`src/trc_ram.sv`:
```
// generic simple dual-port ram: one write port, one read port with registered data
// no dependencies

module trc_ram #(
    parameter int WIDTH = 32,
    parameter int DEPTH = 64
) (
    input  logic                                   clk,
    input  logic                                   we,
    input  logic [((DEPTH > 1) ? $clog2(DEPTH) : 1)-1:0] waddr,
    input  logic [WIDTH-1:0]                       wdata,
    input  logic                                   re,
    input  logic [((DEPTH > 1) ? $clog2(DEPTH) : 1)-1:0] raddr,
    output logic [WIDTH-1:0]                       rdata
);

    logic [WIDTH-1:0] mem [DEPTH];
    logic [WIDTH-1:0] rdata_reg;

    always_ff @(posedge clk)
    begin
        if (we)
        begin
            mem[waddr] <= wdata;
        end
        if (re)
        begin
            rdata_reg <= mem[raddr];
        end
    end

    assign rdata = rdata_reg;

endmodule

```
`config.mk`:
```
export PLATFORM = sky130hd
export DESIGN_NAME = trc_ram
export DESIGN_NICKNAME = d
export VERILOG_FILES = /design/src/trc_ram.sv
export SDC_FILE = /design/constraint.sdc
export NUM_CORES = 2
export LEC_CHECK = 0
export BUFFER_PORTS_ARGS = -buffer_cell sky130_fd_sc_hd__buf_2
export CORE_MARGIN = 3
export CORE_UTILIZATION = 45
export DETAILED_ROUTE_END_ITERATION = 7
export GPL_TIMING_DRIVEN = 0
export SYNTH_ARGS = -nofsm -noshare
export SYNTH_HDL_FRONTEND = slang
export SYNTH_SLANG_ARGS = --single-unit
```
`constraint.sdc`:
```
create_clock -name clk -period 4.2 [get_ports clk]
set_input_delay 0.63 -clock clk [delete_from_list [all_inputs] [get_ports clk]]
set_output_delay 0.63 -clock clk [all_outputs]
set_load 0.01 [all_outputs]
```
==> results by stage <==
Pwr:
- The completed layout was analyzed and its total power is around 43 mW.
- The leakage power total is about 28 nW.
- The maximum ir drop on the vdd rail is approximately 0.40 mV.
- Dividing total power by cell area gives a power density of between 400 and 500 mW/mm^2.

Yosys:
- For this run, the register share of the synthesized area comes to about 80%.
- Summed over all instances, the cell type with the most area after synthesis is sky130_fd_sc_hd__edfxtp_1.
- The proportion of netlist area held by the largest area contributor is between 70% and 80%.
- Synthesis inferred 2080 register bits.
- A synthesized cell averages 23.7 um^2.
- For this run, the leading register cell type out of synthesis is sky130_fd_sc_hd__edfxtp_1.
- The Yosys step of the flow raised 0 warnings.
- The post-synth net total is ~3400.
- The cell count after synthesis came out at 3324.
- In the post-synthesis netlist, the biggest area contributors are sky130_fd_sc_hd__edfxtp_1 (79%), sky130_fd_sc_hd__mux4_2 (16%), sky130_fd_sc_hd__mux2i_1 (1.2%).
- The synthesized design contains approximately 2100 enable-type register cells.
- The async set-or-reset flop fraction in the synthesized netlist is 0%.
- Synthesis instantiated 33 different standard cells from the library.
- The post-synthesis cell area is 0.0788 mm^2.

Critical path:
- The largest fanout of any net on the critical path is 10.
- Data arrives at the worst endpoint at a little under 5000 ps.
- The worst setup path is launched from a primary input.
- The worst register-to-register path begins at mem[47][6].
- The origin of the worst setup path is raddr[1].
- The worst setup path is captured at a register.
- The category of the critical setup timing path is primary input to register.
- For the worst setup path, the data required time is around 4700 ps.

Die:
- In this run the standard cell core region covers about 0.17 mm^2.
- The die is 425 um tall.
- The area of the die is approximately 0.18 mm^2.
- The total I/O pin count is between 70 and 80.
- The floorplan has 152 rows.
- The starting density of the core is between 40% and 50%.
- The die is around 420 um wide.

Route:
- The first detailed-routing pass ran for 6 iterations.
- The overall routed net length is between 200000 and 250000 um.
- The number of DRC markers in iteration 0 is about 6400.
- The number of vias per cell is ~6.4.
- The routed wirelength normalized by instance count is about 40 um.
- The total number of vias is 39500.
- The detail route stage leaves a number of antenna-violating nets equal to 0.
- For this run, design rule violations remaining after detail routing come to 0.

Layout:
- Leaving out fill and tap cells, the most frequent cells in the layout are sky130_fd_sc_hd__edfxtp_1 (2080), sky130_fd_sc_hd__mux4_2 (544), sky130_fd_sc_hd__clkbuf_16 (206), sky130_fd_sc_hd__clkbuf_1 (115), sky130_fd_sc_hd__buf_2 (114).
- The share of final-layout standard cells stronger than drive strength 1 is a little under 30%.
- At the end of the flow, the number of nets in the layout was between 3000 and 4000.
- The most common cell after layout, fill and taps aside is sky130_fd_sc_hd__edfxtp_1.
- The flip-flop count of the largest register after layout is between 2000 and 2500.
- Relative to the synthesized area, the layout overhead comes to 15.8%.
- The fraction of the core area covered by cells at the end of the flow is 52.8%.
- Counting the fill cells in the layout gives ~13000.
- For this run, the number of standard cells in the final layout without fillers is between 6000 and 7000.

Clocking:
- For the worst-skew pair, the clock arrives at the later sink with an insertion delay of ~840 ps.
- Clock-pin slew was measured on the worst setup and hold paths at about 60 ps.
- The largest buffer count on any clock path is 3.
- In this run the clock root is driven by a sky130_fd_sc_hd__clkbuf_16.
- For this design, the sink count on the clock tree is between 2000 and 2500.
- The number of CTS-inserted buffers is 206.
- The number of H-tree levels is 4.
- TritonCTS built the clock tree.
- In this run, post-CTS repair resized a total of 0 instances.
- The post-CTS repair timing setup buffer count is 0.
- In this run, post-CTS hold repair placed 0 buffers.

Place:
- During placement, the flow inserted port buffers numbering 70.
- The HPWL after detailed placement is 156000 um.
- The cell count after placement is 5805.
- The routability-driven placement congestion ratio is between 0.8 and 0.9.

Timing:
- For this run, the top clock speed supported by timing is about 230 MHz.
- The period utilization is 102%.
- The final-report hold violation count is 0.
- The clock skew after layout is a little under 50 ps.
- Setup repair after global routing left no endpoint under its margin.
- The max-slew violation count was 0.
- The number of setup violations in the final report is 1.
- The post-route worst hold slack is 249 ps.
- The final critical-path required period is around 4300 ps.
- Setup slack on the critical path of the routed design comes to -69.5 ps.
- The slew at the pin closest to its max-slew limit is approximately 1500 ps.
- The worst pin sits at a relative slew slack of 2.13%.

Run status:
- The checks that failed: setup timing.
- The run finished, with violations left.

Job:
- Max-cap violations in this run came to 0.

Min path:
- The worst hold path belongs to the class primary input to register.
- The critical hold path startpoint is wdata[5].

Global routing:
- Entering global routing, the biggest net connects 65 pins.
- The global route total overflow is 0.
- The number of antenna violations at the first check in global routing came to 24.
- The first-pass GRT wire length is approximately 330000 um.
- The global-route usage over all layers is around 27%.
- The number of global-route vias before repair is about 38000.
==> routing by layer <==
layer  part of all wire (%)  wire length [um]  GRT usage (%)
met3                     11             28000           6.73
met1                     37             91200           37.6
met2                     46            112000           41.3
met5                  0.014                34              0
met4                    4.8             11700           11.5
==> final timing paths <==
check | endpoint | slack (ps) | cells past startpoint
min reg2reg | rdata[11] | 1100 | 5
min | mem[10][5] | 250 | 1
max reg2reg | rdata[6] | 1300 | 5
max | rdata[6] | -70 | 9
==> cell families after synthesis <==
group	count (synthesis)	synth area share [%]
AOI/OAI and AO/OA	202	1.67
buffers and inverters	182	1.12
DFF	2080	79.2
muxes	637	16.7
and+or+nand+nor	223	1.26
==> report_power, final <==
group	internal (mW)	leakage [nW]	switching, mW
sequential	23.0	18.7	0.0355
clock	9.85	3.14	7.97
combinational	0.781	6.40	1.65
==> area by class of cell <==
| cell class | instances | area (um^2) | area share [%] |
|---|---|---|---|
| repair buffers | 173 | 2630 | 2.88 |
| clock buffers | 251 | 5320 | 5.83 |
| diodes | 12 | 30.0 | 0.0329 |
| clock inverters | 126 | 1120 | 1.23 |
| well taps | 2310 | 2890 | 3.16 |
| flip-flops and latches | 2080 | 62500 | 68.4 |
| multi-input cells | 1062 | 16000 | 17.5 |
| plain buffers | 182 | 898 | 0.984 |
==> worst max-delay path: stages <==
cell,delay (ps)
sky130_fd_sc_hd__buf_2,430
sky130_fd_sc_hd__buf_2,400
sky130_fd_sc_hd__buf_2,370
sky130_fd_sc_hd__clkbuf_1,810
sky130_fd_sc_hd__mux4_2,410
sky130_fd_sc_hd__mux2i_1,490
sky130_fd_sc_hd__a21oi_1,400
sky130_fd_sc_hd__a21oi_1,610
sky130_fd_sc_hd__nor2_1,210
==> metrics by stage <==
| stage | cell area, um^2 | TNS (ps) | worst slack [ps] |
|---|---|---|---|
| 2_1_floorplan | 78800 | 0 | 410 |
| 3_3_place_gp | 82100 | -2911180 | -3870 |
| 3_5_place_dp | 84800 | -13470 | -845 |
| 4_1_cts | 91200 | 0 | 70.7 |
| 5_1_grt | 91300 | 0 | 17.7 |
| 6_report | 91300 | -69.5 | -69.5 |
==> cell usage after synthesis (21+ instances only) <==
| library cell | number |
|---|---|
| sky130_fd_sc_hd__mux4_2 | 544 |
| sky130_fd_sc_hd__o221ai_1 | 27 |
| sky130_fd_sc_hd__edfxtp_1 | 2080 |
| sky130_fd_sc_hd__mux2i_1 | 93 |
| sky130_fd_sc_hd__nor2_1 | 137 |
| sky130_fd_sc_hd__a21oi_1 | 62 |
| sky130_fd_sc_hd__clkbuf_1 | 74 |
| sky130_fd_sc_hd__buf_4 | 25 |
| sky130_fd_sc_hd__o22ai_1 | 84 |
| sky130_fd_sc_hd__buf_2 | 57 |
| sky130_fd_sc_hd__buf_1 | 21 |
| sky130_fd_sc_hd__nand2_1 | 26 |
(Power assumes the default switching activity.)
